### src/size_class_buffer_pool_unit_assert.svh
// assertion macros used by the buffer pool controller
`ifndef SIZE_CLASS_BUFFER_POOL_UNIT_ASSERT_SVH
`define SIZE_CLASS_BUFFER_POOL_UNIT_ASSERT_SVH

// same-cycle implication, disabled while reset is asserted
`define SCBP_ASSERT_IMPLY(label, clk, rst_n, ante, cons, msg) \
    label: assert property (@(posedge clk) disable iff (!rst_n) (ante) |-> (cons)) \
        else $error(msg);

// next-cycle implication, disabled while reset is asserted
`define SCBP_ASSERT_NEXT(label, clk, rst_n, ante, cons, msg) \
    label: assert property (@(posedge clk) disable iff (!rst_n) (ante) |=> (cons)) \
        else $error(msg);

`endif

### src/scbp_pkg.sv
// shared types and constants of the size class buffer pool
`timescale 1ns / 1ps

package scbp_pkg;

    localparam int DEF_MAX_CLASSES = 8;
    localparam int DEF_MAX_BUFFERS = 16;

    localparam int OP_W     = 2;
    localparam int REQ_W    = 32;
    localparam int HANDLE_W = 7;
    localparam int STAT_W   = 3;
    localparam int SIZE_W   = 48;
    localparam int CFG_IDX_W  = 2;
    localparam int CFG_DATA_W = 32;

    localparam logic [SIZE_W-1:0] SIZE_SAT = {SIZE_W{1'b1}};

    // result status codes
    localparam logic [STAT_W-1:0] STAT_OK         = 3'd0;
    localparam logic [STAT_W-1:0] STAT_NONE_FREE  = 3'd1;
    localparam logic [STAT_W-1:0] STAT_WOULD_WAIT = 3'd2;
    localparam logic [STAT_W-1:0] STAT_TOO_LARGE  = 3'd3;
    localparam logic [STAT_W-1:0] STAT_BAD_HANDLE = 3'd4;
    localparam logic [STAT_W-1:0] STAT_CLASS_FULL = 3'd5;

    // configuration register indexes
    localparam logic [CFG_IDX_W-1:0] REG_FIRST_SIZE = 2'd0;
    localparam logic [CFG_IDX_W-1:0] REG_MULTIPLE   = 2'd1;
    localparam logic [CFG_IDX_W-1:0] REG_CLASSES    = 2'd2;
    localparam logic [CFG_IDX_W-1:0] REG_BUFFERS    = 2'd3;

    // configuration reset values
    localparam logic [31:0] RST_FIRST_SIZE = 32'd4096;
    localparam logic [4:0]  RST_MULTIPLE   = 5'd2;
    localparam logic [3:0]  RST_CLASSES    = 4'd8;
    localparam logic [4:0]  RST_BUFFERS    = 5'd16;

    // datapath to controller
    typedef struct packed {
        logic is_release;
        logic is_try;
        logic any_class;
        logic walk_end;
        logic fits;
        logic fitted;
        logic has_free;
        logic rem_in_class;
        logic class_full;
        logic out_free;
    } scbp_stat_t;

    // controller to datapath
    typedef struct packed {
        logic              load;
        logic              advance;
        logic              rd_issue;
        logic              grant;
        logic              push;
        logic              emit;
        logic [STAT_W-1:0] status;
    } scbp_cmd_t;

endpackage

### src/scbp_ram.sv
// generic single write port ram with registered read
`timescale 1ns / 1ps

module scbp_ram #(
    parameter int WIDTH = 4,
    parameter int DEPTH = 128,
    localparam int AW = (DEPTH > 1) ? $clog2(DEPTH) : 1
) (
    input  logic             aclk,
    input  logic             we,
    input  logic [AW-1:0]    waddr,
    input  logic [WIDTH-1:0] wdata,
    input  logic             re,
    input  logic [AW-1:0]    raddr,
    output logic [WIDTH-1:0] rdata
);

    logic [WIDTH-1:0] mem [DEPTH];
    logic [WIDTH-1:0] rdata_reg;

    always_ff @(posedge aclk) begin
        if (we) begin
            mem[waddr] <= wdata;
        end
        if (re) begin
            rdata_reg <= mem[raddr];
        end
    end

    assign rdata = rdata_reg;

endmodule

### src/scbp_datapath.sv
// config registers, class walk datapath, stack pointers and result register
`timescale 1ns / 1ps

module scbp_datapath import scbp_pkg::*; #(
    parameter int MAX_CLASSES = DEF_MAX_CLASSES,
    parameter int MAX_BUFFERS = DEF_MAX_BUFFERS,
    localparam int SLOT_W = (MAX_BUFFERS > 1) ? $clog2(MAX_BUFFERS) : 1,
    localparam int DEPTH  = MAX_CLASSES * MAX_BUFFERS,
    localparam int ADDR_W = (DEPTH > 1) ? $clog2(DEPTH) : 1
) (
    input  logic                  aclk,
    input  logic                  aresetn,
    input  logic                  cfg_valid,
    output logic                  cfg_ready,
    input  logic [CFG_IDX_W-1:0]  cfg_index,
    input  logic [CFG_DATA_W-1:0] cfg_data,
    input  logic [OP_W-1:0]       s_opcode,
    input  logic [REQ_W-1:0]      s_request_size,
    input  logic                  s_any_class,
    input  logic [HANDLE_W-1:0]   s_buffer_handle,
    input  logic                  m_ready,
    output logic                  m_valid,
    output logic [STAT_W-1:0]     m_status,
    output logic [HANDLE_W-1:0]   m_granted_handle,
    output logic                  m_granted_valid,
    output logic [SIZE_W-1:0]     m_granted_size,
    input  scbp_cmd_t             cmd,
    output scbp_stat_t            stat,
    output logic                  ram_we,
    output logic [ADDR_W-1:0]     ram_waddr,
    output logic [SLOT_W-1:0]     ram_wdata,
    output logic                  ram_re,
    output logic [ADDR_W-1:0]     ram_raddr,
    input  logic [SLOT_W-1:0]     ram_rdata
);

    localparam int CLS_W  = $clog2(MAX_CLASSES + 1);
    localparam int CIDX_W = (MAX_CLASSES > 1) ? $clog2(MAX_CLASSES) : 1;
    localparam int CNT_W  = $clog2(MAX_BUFFERS + 1);
    localparam int CMP_W  = (CNT_W > HANDLE_W) ? CNT_W : HANDLE_W;
    localparam int PROD_W = SIZE_W + 5;

    // configuration
    logic [31:0] first_size_reg;
    logic [4:0]  mult_reg;
    logic [3:0]  classes_reg;
    logic [4:0]  buffers_reg;

    // item under work
    logic                rel_reg;
    logic                try_reg;
    logic                any_reg;
    logic [REQ_W-1:0]    req_reg;
    logic [HANDLE_W-1:0] rem_reg;
    logic [HANDLE_W-1:0] base_reg;
    logic [CLS_W-1:0]    cls_reg;
    logic [SIZE_W-1:0]   size_reg;
    logic                fitted_reg;
    logic [SLOT_W-1:0]   pos_reg;
    logic                pos_hit_reg;

    // per class stack state: popped count and high-water mark of written positions
    logic [CNT_W-1:0] used_reg [MAX_CLASSES];
    logic [CNT_W-1:0] hwm_reg  [MAX_CLASSES];

    // result register
    logic                m_valid_reg;
    logic [STAT_W-1:0]   status_reg;
    logic [HANDLE_W-1:0] ghandle_reg;
    logic                gvalid_reg;
    logic [SIZE_W-1:0]   gsize_reg;

    logic [5:0]          classes_wide;
    logic [8:0]          buffers_wide;
    logic [CLS_W-1:0]    nc_eff;
    logic [CNT_W-1:0]    b_eff;
    logic [4:0]          mult_eff;
    logic [PROD_W-1:0]   prod;
    logic [SIZE_W-1:0]   size_next;
    logic [CIDX_W-1:0]   cidx;
    logic [CNT_W-1:0]    used_cur;
    logic [CNT_W-1:0]    hwm_cur;
    logic [SLOT_W-1:0]   rd_pos;
    logic [SLOT_W-1:0]   wr_pos;
    logic [SLOT_W-1:0]   slot_sel;

    assign classes_wide = 6'(classes_reg);
    assign buffers_wide = 9'(buffers_reg);

    always_comb begin
        if (classes_wide == 6'd0) begin
            nc_eff = CLS_W'(1);
        end else if (classes_wide > 6'(MAX_CLASSES)) begin
            nc_eff = CLS_W'(MAX_CLASSES);
        end else begin
            nc_eff = CLS_W'(classes_wide);
        end
        if (buffers_wide == 9'd0) begin
            b_eff = CNT_W'(1);
        end else if (buffers_wide > 9'(MAX_BUFFERS)) begin
            b_eff = CNT_W'(MAX_BUFFERS);
        end else begin
            b_eff = CNT_W'(buffers_wide);
        end
    end

    assign mult_eff  = (mult_reg < 5'd2) ? 5'd2 : mult_reg;
    assign prod      = PROD_W'(size_reg) * PROD_W'(mult_eff);
    // saturate the next class size at the top of the 48 bit range
    assign size_next = (|prod[PROD_W-1:SIZE_W]) ? SIZE_SAT : prod[SIZE_W-1:0];

    assign cidx     = cls_reg[CIDX_W-1:0];
    assign used_cur = used_reg[cidx];
    assign hwm_cur  = hwm_reg[cidx];
    assign rd_pos   = SLOT_W'(used_cur);
    assign wr_pos   = SLOT_W'(used_cur - CNT_W'(1));
    // positions at or above the high-water mark were never written and hold their reset slot
    assign slot_sel = pos_hit_reg ? ram_rdata : pos_reg;

    assign stat.is_release   = rel_reg;
    assign stat.is_try       = try_reg;
    assign stat.any_class    = any_reg;
    assign stat.walk_end     = (cls_reg >= nc_eff);
    assign stat.fits         = (SIZE_W'(req_reg) <= size_reg);
    assign stat.fitted       = fitted_reg;
    assign stat.has_free     = (used_cur < b_eff);
    assign stat.rem_in_class = (CMP_W'(rem_reg) < CMP_W'(b_eff));
    assign stat.class_full   = (used_cur == '0);
    assign stat.out_free     = !m_valid_reg || m_ready;

    assign ram_re    = cmd.rd_issue;
    assign ram_raddr = ADDR_W'(32'(cidx) * MAX_BUFFERS + 32'(rd_pos));
    assign ram_we    = cmd.push;
    assign ram_waddr = ADDR_W'(32'(cidx) * MAX_BUFFERS + 32'(wr_pos));
    assign ram_wdata = SLOT_W'(rem_reg);

    assign cfg_ready = 1'b1;

    always_ff @(posedge aclk) begin
        if (!aresetn) begin
            first_size_reg <= RST_FIRST_SIZE;
            mult_reg       <= RST_MULTIPLE;
            classes_reg    <= RST_CLASSES;
            buffers_reg    <= RST_BUFFERS;
        end else if (cfg_valid) begin
            case (cfg_index)
                REG_FIRST_SIZE: first_size_reg <= cfg_data[31:0];
                REG_MULTIPLE:   mult_reg       <= cfg_data[4:0];
                REG_CLASSES:    classes_reg    <= cfg_data[3:0];
                REG_BUFFERS:    buffers_reg    <= cfg_data[4:0];
                default: begin
                end
            endcase
        end
    end

    always_ff @(posedge aclk) begin
        if (cmd.load) begin
            rel_reg    <= s_opcode[1];
            try_reg    <= s_opcode[0];
            any_reg    <= s_any_class;
            req_reg    <= s_request_size;
            rem_reg    <= s_buffer_handle;
            base_reg   <= '0;
            cls_reg    <= '0;
            size_reg   <= SIZE_W'(first_size_reg);
            fitted_reg <= 1'b0;
        end else if (cmd.advance) begin
            cls_reg    <= cls_reg + CLS_W'(1);
            size_reg   <= size_next;
            base_reg   <= base_reg + HANDLE_W'(b_eff);
            fitted_reg <= fitted_reg | stat.fits;
            if (rel_reg) begin
                rem_reg <= rem_reg - HANDLE_W'(b_eff);
            end
        end
        if (cmd.rd_issue) begin
            pos_reg     <= rd_pos;
            pos_hit_reg <= (used_cur < hwm_cur);
        end
    end

    // any configuration write re-forms every class with all buffers free
    always_ff @(posedge aclk) begin
        if (!aresetn || cfg_valid) begin
            for (int i = 0; i < MAX_CLASSES; i++) begin
                used_reg[i] <= '0;
                hwm_reg[i]  <= '0;
            end
        end else if (cmd.grant) begin
            used_reg[cidx] <= used_cur + CNT_W'(1);
            if (used_cur == hwm_cur) begin
                hwm_reg[cidx] <= used_cur + CNT_W'(1);
            end
        end else if (cmd.push) begin
            used_reg[cidx] <= used_cur - CNT_W'(1);
        end
    end

    always_ff @(posedge aclk) begin
        if (!aresetn) begin
            m_valid_reg <= 1'b0;
        end else if (cmd.emit) begin
            m_valid_reg <= 1'b1;
        end else if (m_ready) begin
            m_valid_reg <= 1'b0;
        end
    end

    always_ff @(posedge aclk) begin
        if (cmd.emit) begin
            status_reg <= cmd.status;
            if (cmd.grant) begin
                ghandle_reg <= base_reg + HANDLE_W'(slot_sel);
                gvalid_reg  <= 1'b1;
                gsize_reg   <= size_reg;
            end else begin
                ghandle_reg <= '0;
                gvalid_reg  <= 1'b0;
                gsize_reg   <= '0;
            end
        end
    end

    assign m_valid          = m_valid_reg;
    assign m_status         = status_reg;
    assign m_granted_handle = ghandle_reg;
    assign m_granted_valid  = gvalid_reg;
    assign m_granted_size   = gsize_reg;

endmodule

### src/scbp_ctrl.sv
// controller state machine: accept, class walk, stack read, result hand-off
`timescale 1ns / 1ps
`include "size_class_buffer_pool_unit_assert.svh"

module scbp_ctrl import scbp_pkg::*; (
    input  logic       aclk,
    input  logic       aresetn,
    input  logic       s_valid,
    output logic       s_ready,
    input  scbp_stat_t stat,
    output scbp_cmd_t  cmd
);

    localparam logic [1:0] S_IDLE = 2'd0;
    localparam logic [1:0] S_WALK = 2'd1;
    localparam logic [1:0] S_READ = 2'd2;

    logic [1:0] state_reg;
    logic [1:0] state_next;

    always_comb begin
        cmd        = '0;
        state_next = state_reg;
        case (state_reg)
            S_IDLE: begin
                if (s_valid) begin
                    cmd.load   = 1'b1;
                    state_next = S_WALK;
                end
            end
            S_WALK: begin
                if (stat.is_release) begin
                    if (stat.walk_end) begin
                        if (stat.out_free) begin
                            cmd.emit   = 1'b1;
                            cmd.status = STAT_BAD_HANDLE;
                            state_next = S_IDLE;
                        end
                    end else if (stat.rem_in_class) begin
                        if (stat.out_free) begin
                            cmd.emit   = 1'b1;
                            state_next = S_IDLE;
                            if (stat.class_full) begin
                                cmd.status = STAT_CLASS_FULL;
                            end else begin
                                cmd.push   = 1'b1;
                                cmd.status = STAT_OK;
                            end
                        end
                    end else begin
                        cmd.advance = 1'b1;
                    end
                end else begin
                    if (stat.walk_end) begin
                        if (stat.out_free) begin
                            cmd.emit   = 1'b1;
                            cmd.status = stat.fitted ? STAT_NONE_FREE : STAT_TOO_LARGE;
                            state_next = S_IDLE;
                        end
                    end else if (stat.fits && stat.has_free) begin
                        cmd.rd_issue = 1'b1;
                        state_next   = S_READ;
                    end else if (stat.fits && !stat.is_try) begin
                        if (stat.out_free) begin
                            cmd.emit   = 1'b1;
                            cmd.status = STAT_WOULD_WAIT;
                            state_next = S_IDLE;
                        end
                    end else if (stat.fits && !stat.any_class) begin
                        if (stat.out_free) begin
                            cmd.emit   = 1'b1;
                            cmd.status = STAT_NONE_FREE;
                            state_next = S_IDLE;
                        end
                    end else begin
                        cmd.advance = 1'b1;
                    end
                end
            end
            S_READ: begin
                // stack data is held in the ram output register until the result slot frees
                if (stat.out_free) begin
                    cmd.grant  = 1'b1;
                    cmd.emit   = 1'b1;
                    cmd.status = STAT_OK;
                    state_next = S_IDLE;
                end
            end
            default: begin
                state_next = S_IDLE;
            end
        endcase
    end

    always_ff @(posedge aclk) begin
        if (!aresetn) begin
            state_reg <= S_IDLE;
        end else begin
            state_reg <= state_next;
        end
    end

    assign s_ready = (state_reg == S_IDLE);

    `SCBP_ASSERT_NEXT(a_load_walk, aclk, aresetn, cmd.load, state_reg == S_WALK, "accepted item did not start the class walk")
    `SCBP_ASSERT_IMPLY(a_read_after_walk, aclk, aresetn, state_reg == S_READ, $past(state_reg) == S_WALK || $past(state_reg) == S_READ, "stack read without a class walk")
    `SCBP_ASSERT_IMPLY(a_pop_legal, aclk, aresetn, cmd.rd_issue, stat.fits && stat.has_free && !stat.walk_end && !stat.is_release, "pop issued on a class that cannot serve")
    `SCBP_ASSERT_IMPLY(a_push_legal, aclk, aresetn, cmd.push, stat.rem_in_class && !stat.class_full && !stat.walk_end, "push into a full or invalid class")

endmodule

### src/size_class_buffer_pool_unit.sv
// Size class buffer pool: one result per transfer in, classes walked one per cycle.
// A result is registered when the walk reaches a class that serves or refuses the item, or runs
// past the last class; a grant first reads the stack of its class. s_ready is high only in the
// idle state, so the next item is taken only after the result of the last one is registered,
// and a new result waits while the previous one is held by m_ready low.
// Reset (aresetn low, synchronous) restores the registers and frees every buffer in slot order
`timescale 1ns / 1ps

module size_class_buffer_pool_unit import scbp_pkg::*; #(
    parameter int MAX_CLASSES = DEF_MAX_CLASSES,
    parameter int MAX_BUFFERS = DEF_MAX_BUFFERS
) (
    input  logic                  aclk,
    input  logic                  aresetn,
    input  logic                  cfg_valid,
    output logic                  cfg_ready,
    input  logic [CFG_IDX_W-1:0]  cfg_index,
    input  logic [CFG_DATA_W-1:0] cfg_data,
    input  logic                  s_valid,
    output logic                  s_ready,
    input  logic [OP_W-1:0]       s_opcode,
    input  logic [REQ_W-1:0]      s_request_size,
    input  logic                  s_any_class,
    input  logic [HANDLE_W-1:0]   s_buffer_handle,
    output logic                  m_valid,
    input  logic                  m_ready,
    output logic [STAT_W-1:0]     m_status,
    output logic [HANDLE_W-1:0]   m_granted_handle,
    output logic                  m_granted_valid,
    output logic [SIZE_W-1:0]     m_granted_size
);

    localparam int SLOT_W = (MAX_BUFFERS > 1) ? $clog2(MAX_BUFFERS) : 1;
    localparam int DEPTH  = MAX_CLASSES * MAX_BUFFERS;
    localparam int ADDR_W = (DEPTH > 1) ? $clog2(DEPTH) : 1;

    scbp_cmd_t         cmd;
    scbp_stat_t        stat;
    logic              ram_we;
    logic [ADDR_W-1:0] ram_waddr;
    logic [SLOT_W-1:0] ram_wdata;
    logic              ram_re;
    logic [ADDR_W-1:0] ram_raddr;
    logic [SLOT_W-1:0] ram_rdata;

    scbp_ctrl u_ctrl (
        .aclk    (aclk),
        .aresetn (aresetn),
        .s_valid (s_valid),
        .s_ready (s_ready),
        .stat    (stat),
        .cmd     (cmd)
    );

    scbp_datapath #(
        .MAX_CLASSES (MAX_CLASSES),
        .MAX_BUFFERS (MAX_BUFFERS)
    ) u_datapath (
        .aclk             (aclk),
        .aresetn          (aresetn),
        .cfg_valid        (cfg_valid),
        .cfg_ready        (cfg_ready),
        .cfg_index        (cfg_index),
        .cfg_data         (cfg_data),
        .s_opcode         (s_opcode),
        .s_request_size   (s_request_size),
        .s_any_class      (s_any_class),
        .s_buffer_handle  (s_buffer_handle),
        .m_ready          (m_ready),
        .m_valid          (m_valid),
        .m_status         (m_status),
        .m_granted_handle (m_granted_handle),
        .m_granted_valid  (m_granted_valid),
        .m_granted_size   (m_granted_size),
        .cmd              (cmd),
        .stat             (stat),
        .ram_we           (ram_we),
        .ram_waddr        (ram_waddr),
        .ram_wdata        (ram_wdata),
        .ram_re           (ram_re),
        .ram_raddr        (ram_raddr),
        .ram_rdata        (ram_rdata)
    );

    // free slot stacks, one row of MAX_BUFFERS positions per class
    scbp_ram #(
        .WIDTH (SLOT_W),
        .DEPTH (DEPTH)
    ) u_stack_ram (
        .aclk  (aclk),
        .we    (ram_we),
        .waddr (ram_waddr),
        .wdata (ram_wdata),
        .re    (ram_re),
        .raddr (ram_raddr),
        .rdata (ram_rdata)
    );

endmodule

### config.mk
export PLATFORM = sky130hd
export DESIGN_NAME = size_class_buffer_pool_unit
export DESIGN_NICKNAME = d
export VERILOG_FILES = /design/src/scbp_pkg.sv /design/src/scbp_ram.sv /design/src/scbp_datapath.sv /design/src/scbp_ctrl.sv /design/src/size_class_buffer_pool_unit.sv
export VERILOG_INCLUDE_DIRS = /design/src /design/src/src
export SDC_FILE = /design/constraint.sdc
export NUM_CORES = 2
export LEC_CHECK = 0
export BUFFER_PORTS_ARGS = -buffer_cell sky130_fd_sc_hd__buf_2
export CELL_PAD_IN_SITES_DETAIL_PLACEMENT = 1
export CELL_PAD_IN_SITES_GLOBAL_PLACEMENT = 1
export CORE_UTILIZATION = 45
export DETAILED_ROUTE_END_ITERATION = 8
export PLACE_DENSITY_LB_ADDON = 0.05
export SKIP_LAST_GASP = 1
export SYNTH_ARGS = -nofsm -noshare
export SYNTH_HDL_FRONTEND = slang
export SYNTH_SLANG_ARGS = --single-unit
export TNS_END_PERCENT = 20
### constraint.sdc
create_clock -name aclk -period 8.4 [get_ports aclk]
set_input_delay 0.84 -clock aclk [delete_from_list [all_inputs] [get_ports aclk]]
set_output_delay 0.84 -clock aclk [all_outputs]
set_load 0.01 [all_outputs]
# Yosys cells after proc, flatten, opt, wreduce, memory -nomap -nowiden

Memory sizes are Yosys's and may differ from the RTL's. A register that Yosys moved wholly into a read port is not among the register bits.
Index checks and enable logic that the tools add are counted.

Add/sub/neg operators: 8
$mul: 1
Order comparisons: 8
Eq/ne operators: 9
Muxes and demuxes: 83
Bitwise operators: 2
Reductions and logical operators: 26

Operators with widths:

| cell                 | count |
|---|---|
| $mux W32             | 2 |
| $mux W4              | 14 |
| $mul A48 B5 Y53      | 1 |
| $le A32 B48 Y1       | 1 |
| $mux W48             | 1 |
| $mux W5              | 8 |
| $mux W1              | 34 |
| $mux W2              | 12 |
| $add A7 B4 Y7        | 3 |
| $mux W3              | 7 |
| $mux W7              | 3 |
| $reduce_or A5 Y1     | 3 |
| $lt A5 B5 Y1         | 2 |
| $reduce_and A2 Y1    | 5 |
| $logic_not A9 Y1     | 1 |
| $pmux W4 S2          | 1 |
| $add A7 B5 Y7        | 1 |
| $lt A7 B5 Y1         | 1 |
| $sub A7 B5 Y7        | 1 |
| $eq A2 B2 Y1 const B | 3 |
| $logic_not A6 Y1     | 1 |
| $ne A6 B2 Y1 const B | 1 |
| $pmux W2 S3          | 1 |
| $reduce_bool A2 Y1   | 3 |
| 18 further kinds     | 27 |

Bits in registers: 215
Memory bits (writable): 592
Output and inout port bits: 62
Memories kept: 3

Memory list:

| name                | depth | bits a word | read ports | clocked after memory_dff | write ports | RTL line            | RTL |
|---|---|---|---|---|---|---|---|
| u_stack_ram.mem     | 128   | 4           | 1          | 1                        | 1           | scbp_ram.sv:18      | `logic [WIDTH-1:0] mem [DEPTH];` |
| u_datapath.hwm_reg  | 8     | 5           | 1          | 1                        | 8           | scbp_datapath.sv:64 | `logic [CNT_W-1:0] hwm_reg [MAX_CLASSES];` |
| u_datapath.used_reg | 8     | 5           | 1          | 1                        | 8           | scbp_datapath.sv:63 | `logic [CNT_W-1:0] used_reg [MAX_CLASSES];` |

# Depth between registers and ports, before layout

Word-level depth: 15
Depth in mapped cells: 22
Depth with buffers taken out: 17

# Modules after synthesis

A second synthesis with hierarchy kept.

Cells, all modules: 3,121
Area, all modules: 42,111.6 um2

By module, submodules not included:

| module        | instances | cells each | area an instance (um2) | sequential area each (um2) |
|---|---|---|---|---|
| scbp_datapath | 1         | 2,166      | 21,491.9               | 8,107.8 |
| scbp_ram      | 1         | 908        | 20,233.2               | 15,494.9 |
| scbp_ctrl     | 1         | 47         | 386.6                  | 40.0 |

# Worst setup path before layout

OpenSTA, ideal clock, no wires.

Kind: register to register
From: reg u_datapath.rem_reg[1]
To: reg u_datapath.ghandle_reg[0] (netlist: u_datapath.m_granted_handle[0]) (enable)
Data arrival time: 7.644 ns
Data required time: 7.834 ns
Slack: 0.189 ns
Stages on the path, launching flop included: 9
Path through: edfxtp_1 > ha_1 > nor2b_1 > o21ai_0 > a21boi_0 > o21ai_0 > a31oi_1 > a21o_1 > a21boi_0

RTL lines:

| element                | RTL line             | RTL |
|---|---|---|
| from (decl)            | scbp_datapath.sv:54  | `logic [HANDLE_W-1:0] rem_reg;` |
| from (signal assigned) | scbp_datapath.sv:163 | `rem_reg <= s_buffer_handle;` |
| from (signal assigned) | scbp_datapath.sv:174 | `rem_reg <= rem_reg - HANDLE_W'(b_eff);` |
| to (signal assigned)   | scbp_datapath.sv:214 | `ghandle_reg <= base_reg + HANDLE_W'(slot_sel);` |
| to (decl)              | scbp_datapath.sv:69  | `logic [HANDLE_W-1:0] ghandle_reg;` |

# Worst setup path in the final report

From: reg u_datapath.mult_reg[4]
To: reg u_datapath.size_reg[14] (data pin)

Word-level cells in the longest chain between the ends: 7

Ends and longest elaborated chain:

| element                | RTL line             | RTL |
|---|---|---|
| from (decl)            | scbp_datapath.sv:45  | `logic [4:0] mult_reg;` |
| from (signal assigned) | scbp_datapath.sv:148 | `REG_MULTIPLE: mult_reg <= cfg_data[4:0];` |
| $lt A5 B2 Y1           | scbp_datapath.sv:107 | `assign mult_eff = (mult_reg < 5'd2) ? 5'd2 : mult_reg;` |
| $mux W5 *              | scbp_datapath.sv:107 |  |
| $mul A48 B5 Y53 *      | scbp_datapath.sv:108 | `assign prod = PROD_W'(size_reg) * PROD_W'(mult_eff);` |
| $reduce_or A5 Y1       | scbp_datapath.sv:110 | `assign size_next = (\|prod[PROD_W-1:SIZE_W]) ? SIZE_SAT : prod[SIZE_W-1:0];` |
| $mux W48 *             | scbp_datapath.sv:110 |  |
| $mux W32 *             | scbp_datapath.sv:168 | `end else if (cmd.advance) begin` |
| $mux W32 *             | scbp_datapath.sv:158 | `if (cmd.load) begin` |
| to (signal assigned)   | scbp_datapath.sv:166 | `size_reg <= SIZE_W'(first_size_reg);` |
| to (signal assigned)   | scbp_datapath.sv:170 | `size_reg <= size_next;` |
| to (decl)              | scbp_datapath.sv:57  | `logic [SIZE_W-1:0] size_reg;` |

Every way passes the cells marked *; elsewhere a longest branch is shown, timed or not. The select of a mux whose other input is x is not followed.
A chain may end at the register's enable or synchronous reset.

==> run_summary.xml <==
<?xml version="1.0" encoding="UTF-8"?>
<metrics>
  <group name="yosys">
    <metric name="synth.lib_cells_used.distinct" unit="">80</metric>
    <metric name="post_synth_instance_area" unit="µm²">42170</metric>
    <metric name="synthFlopType" unit="">edfxtp_1</metric>
    <metric name="synth_most_common_cell" unit="">edfxtp_1</metric>
    <metric name="synth_area_leader_cell" unit="">edfxtp_1</metric>
    <metric name="ys_seq_area_frac" unit="">0.5606</metric>
    <metric name="proportion_of_register_bits_with_asynchronous_set_or_reset_after_synthesis" unit="">0</metric>
    <metric name="edff_count_synth" unit="">734</metric>
    <metric name="synthesized_instance_count" unit="">3573</metric>
    <metric name="synth_seq_cells" unit="">814</metric>
    <metric name="yosys.area.top_type_share" unit="">0.5226</metric>
    <metric name="yosys-top-cells-area" unit="">edfxtp_1 52%, fa_1 6.7%, mux4_2 4.3%</metric>
    <metric name="synth_fp_nets" unit="">3922</metric>
    <metric name="synth.yosys.warnings" unit="">0</metric>
    <metric name="syn_area_per_cell" unit="µm²">11.80</metric>
    <metric name="synth_commonest_cells" unit="">734 x edfxtp_1, 476 x nand2_1, 373 x nor2_1</metric>
  </group>
  <group name="timing">
    <metric name="setup-violations-final" unit="">0</metric>
    <metric name="period_minus_slack" unit="ps">6675</metric>
    <metric name="post_route_setup_tns" unit="ps">0</metric>
    <metric name="report.final.hold_viol_count" unit="">0</metric>
    <metric name="worst_slew_margin_rel" unit="">0.1830</metric>
    <metric name="max_freq" unit="GHz">0.1498</metric>
    <metric name="final_min_period_over_clock_period" unit="">0.7946</metric>
    <metric name="worst_pin_slew" unit="ps">1214</metric>
    <metric name="hold-worst-slack" unit="ps">349.8</metric>
    <metric name="timing_max_transition_violations_final" unit="">0</metric>
    <metric name="rsz0062_at_grt" unit="">no</metric>
    <metric name="final_critical_path_setup_slack" unit="ps">1725</metric>
    <metric name="skew" unit="ps">45.79</metric>
  </group>
  <group name="critical_path">
    <metric name="critical_path.slowest_cell" unit="">nor2_4</metric>
    <metric name="critical_path.cell_chain" unit="">buf_4 -&gt; nor3_1 -&gt; nor2_4 -&gt; buf_4 -&gt; nor2_1 -&gt; fa_1 -&gt; inv_1 -&gt; fa_1 -&gt; inv_1 -&gt; ha_1 -&gt; nand4_1 -&gt; nor4_1 -&gt; a21oi_1 -&gt; o311a_1 -&gt; o311ai_0 -&gt; o211ai_1 -&gt; a211o_1 -&gt; nor3_2 -&gt; buf_4 -&gt; a31oi_1</metric>
    <metric name="path_buf_inv" unit="">5</metric>
    <metric name="worst-path-stages" unit="">20</metric>
    <metric name="critPathArrivalTime" unit="ps">7040</metric>
    <metric name="timing.critical_path.fanout_max" unit="">48</metric>
    <metric name="critical-path-top-delay-family" unit="">simple AND/OR/NAND/NOR gates</metric>
    <metric name="slowest_delay" unit="ps">750</metric>
    <metric name="timing.critical_path.to_type" unit="">register</metric>
    <metric name="start_kind" unit="">register</metric>
    <metric name="crit_path_category" unit="">reg2reg</metric>
    <metric name="critPathRequiredTime" unit="ps">8770</metric>
    <metric name="cp_common_cell" unit="">buf_4</metric>
    <metric name="reg2regPathDepth" unit="">20</metric>
  </group>
  <group name="floorplanning">
    <metric name="start_util" unit="">0.4573</metric>
    <metric name="floorplan.io_pins" unit="">143</metric>
    <metric name="height_of_the_chip" unit="µm">308.1</metric>
    <metric name="floorplan.die_area" unit="µm²">94950</metric>
    <metric name="floorplan.die.width" unit="µm">308.1</metric>
    <metric name="core" unit="µm²">92220</metric>
    <metric name="row_count" unit="">111</metric>
  </group>
  <group name="drt">
    <metric name="drt_iter0_markers" unit="">2025</metric>
    <metric name="routed_wire_length_per_instance" unit="µm">26.00</metric>
    <metric name="vias_per_cell" unit="">5.803</metric>
    <metric name="router_iterations_before_antenna_repair" unit="">5</metric>
    <metric name="route.detailed.drc" unit="">0</metric>
    <metric name="routed-via-count" unit="">28934</metric>
    <metric name="ant_nets" unit="">0</metric>
    <metric name="route.final.wire_length" unit="mm">129.6</metric>
  </group>
  <group name="grt">
    <metric name="grt_max_degree" unit="">109</metric>
    <metric name="grt_util_all_layers" unit="">0.2776</metric>
    <metric name="antenna_found_initial" unit="">5</metric>
    <metric name="globalRouteOverflowTotal" unit="">0</metric>
    <metric name="via_count_of_the_first_global_routing_pass" unit="">31081</metric>
    <metric name="grt_first_pass_wirelength" unit="mm">197.0</metric>
  </group>
  <group name="clock_tree">
    <metric name="clock_buffers_created_by_tritoncts" unit="">90</metric>
    <metric name="cts_buffer_depth" unit="">3</metric>
    <metric name="cts_resized" unit="">0</metric>
    <metric name="clk_pin_slew_worst_paths" unit="ps">70</metric>
    <metric name="htreeDepth" unit="">3</metric>
    <metric name="cts_sinks" unit="">814</metric>
    <metric name="postCtsSetupBuffers" unit="">0</metric>
    <metric name="tritoncts" unit="">done</metric>
    <metric name="cts_root_buf" unit="">clkbuf_16</metric>
    <metric name="holdBufCountCts" unit="">0</metric>
    <metric name="worstSkewPairLatency" unit="ps">680</metric>
  </group>
  <group name="cells_and_area">
    <metric name="final_layout_size_suffix_gt1_frac" unit="">0.1209</metric>
    <metric name="nFillCells" unit="">9667</metric>
    <metric name="postLayoutCoreUtil" unit="">0.5117</metric>
    <metric name="largest_register_ffs" unit="">512</metric>
    <metric name="flow.area_growth_from_synthesis" unit="%">11.90</metric>
    <metric name="final_net_count" unit="">4015</metric>
  </group>
  <group name="power_and_ir_drop">
    <metric name="leakagePower" unit="nW">17.89</metric>
    <metric name="power_per_standard_cell_area" unit="nW/µm²">248.5</metric>
    <metric name="worst_ir_drop_vdd" unit="mV">0.1928</metric>
  </group>
  <group name="min_path">
    <metric name="hold-path-cell-count" unit="">1</metric>
    <metric name="worst_min_delay_path_class" unit="">in2reg</metric>
  </group>
  <group name="run_status">
    <metric name="status" unit="">finished clean</metric>
  </group>
  <group name="run">
    <metric name="cap_viol_max_count" unit="">0</metric>
  </group>
  <group name="placed_design">
    <metric name="place_ws" unit="ps">1796</metric>
    <metric name="dpl.hpwl" unit="mm">88.94</metric>
    <metric name="routabilityCongestion" unit="">0.9016</metric>
    <metric name="place.port_buffers" unit="">141</metric>
  </group>
</metrics>
path summary, 6_finish.rpt:
| path | startpoint | endpoint | slack, ps |
|---|---|---|---|
| setup / recovery | u_datapath.mult_reg[4]$_SDFFE_PN0P_ | u_datapath.size_reg[14]$_DFFE_PP_ | 1730 |
| hold / removal | s_opcode[1] | u_datapath.rel_reg$_DFFE_PP_ | 350 |
| setup reg to reg | u_datapath.mult_reg[4]$_SDFFE_PN0P_ | u_datapath.size_reg[14]$_DFFE_PP_ | 1730 |
| hold reg to reg | u_datapath.first_size_reg[7]$_SDFFE_PN0P_ | u_datapath.first_size_reg[7]$_SDFFE_PN0P_ | 460 |
area by class of cell:
type	instances	area (µm²)	share of cell area
sequential	814	23640	0.5010
antenna	5	12.51	0.0002651
timing repair buffer	195	1111	0.02354
tap	1243	1555	0.03296
inverter	249	944.7	0.02002
clock inverter	48	523.0	0.01108
clock buffer	116	2464	0.05220
multi-input combinational	2316	16940	0.3589
kinds of logic after synthesis:
family                     Yosys count  synth area share
and+or+nand+nor                   1320            0.1421
DFF                                814            0.5606
AOI/OAI and AO/OA                  517           0.07906
buffers and inverters              443           0.04073
adders and majority gates          268            0.1046
muxes                              147           0.05972
xor gates and xnor gates            63           0.01308
other                                1        0.00008892
per-stage QoR:
stage,cells,total power [mW],instance area (µm²)
2_1_floorplan,3573,6.745,42170
3_3_place_gp,4817,7.712,44190
3_5_place_dp,4817,7.795,44190
4_1_cts,4981,11.82,47180
5_1_grt,4984,12.22,47190
6_report,4986,11.73,47190
layer usage:
metal | vias up | track usage | routed length [µm]
met1 | 15074 | 0.3525 | 53780
met4 | 0 | 0.08990 | 3742
met2 | 699 | 0.4891 | 66430
met3 | 207 | 0.03683 | 5688
li1 | 12954 | - | -
met5 | - | 0 | 0
where the power goes:
part | total (mW) | internal [mW] | switching, mW
logic | 2.80 | 0.888 | 1.91
clock network | 4.02 | 2.32 | 1.69
registers | 4.91 | 4.72 | 0.192
total | 11.7 | 7.93 | 3.80
cell usage in the layout, fill, tap and decap left out, drive strengths merged, types with 35 or more instances in the layout:
cell and count:
a21oi 156, a31oi 72, and2 143, and3 61
buf 195, clkbuf 116, clkinv 35, dfxtp 80
edfxtp 734, fa 141, ha 127, inv 249
mux2i 59, mux4 81, nand2 476, nand3 91
nand4 43, nor2 373, nor3 46, o21ai 91
xnor2 36
Note: power is estimated with default switching activity, not from simulation.
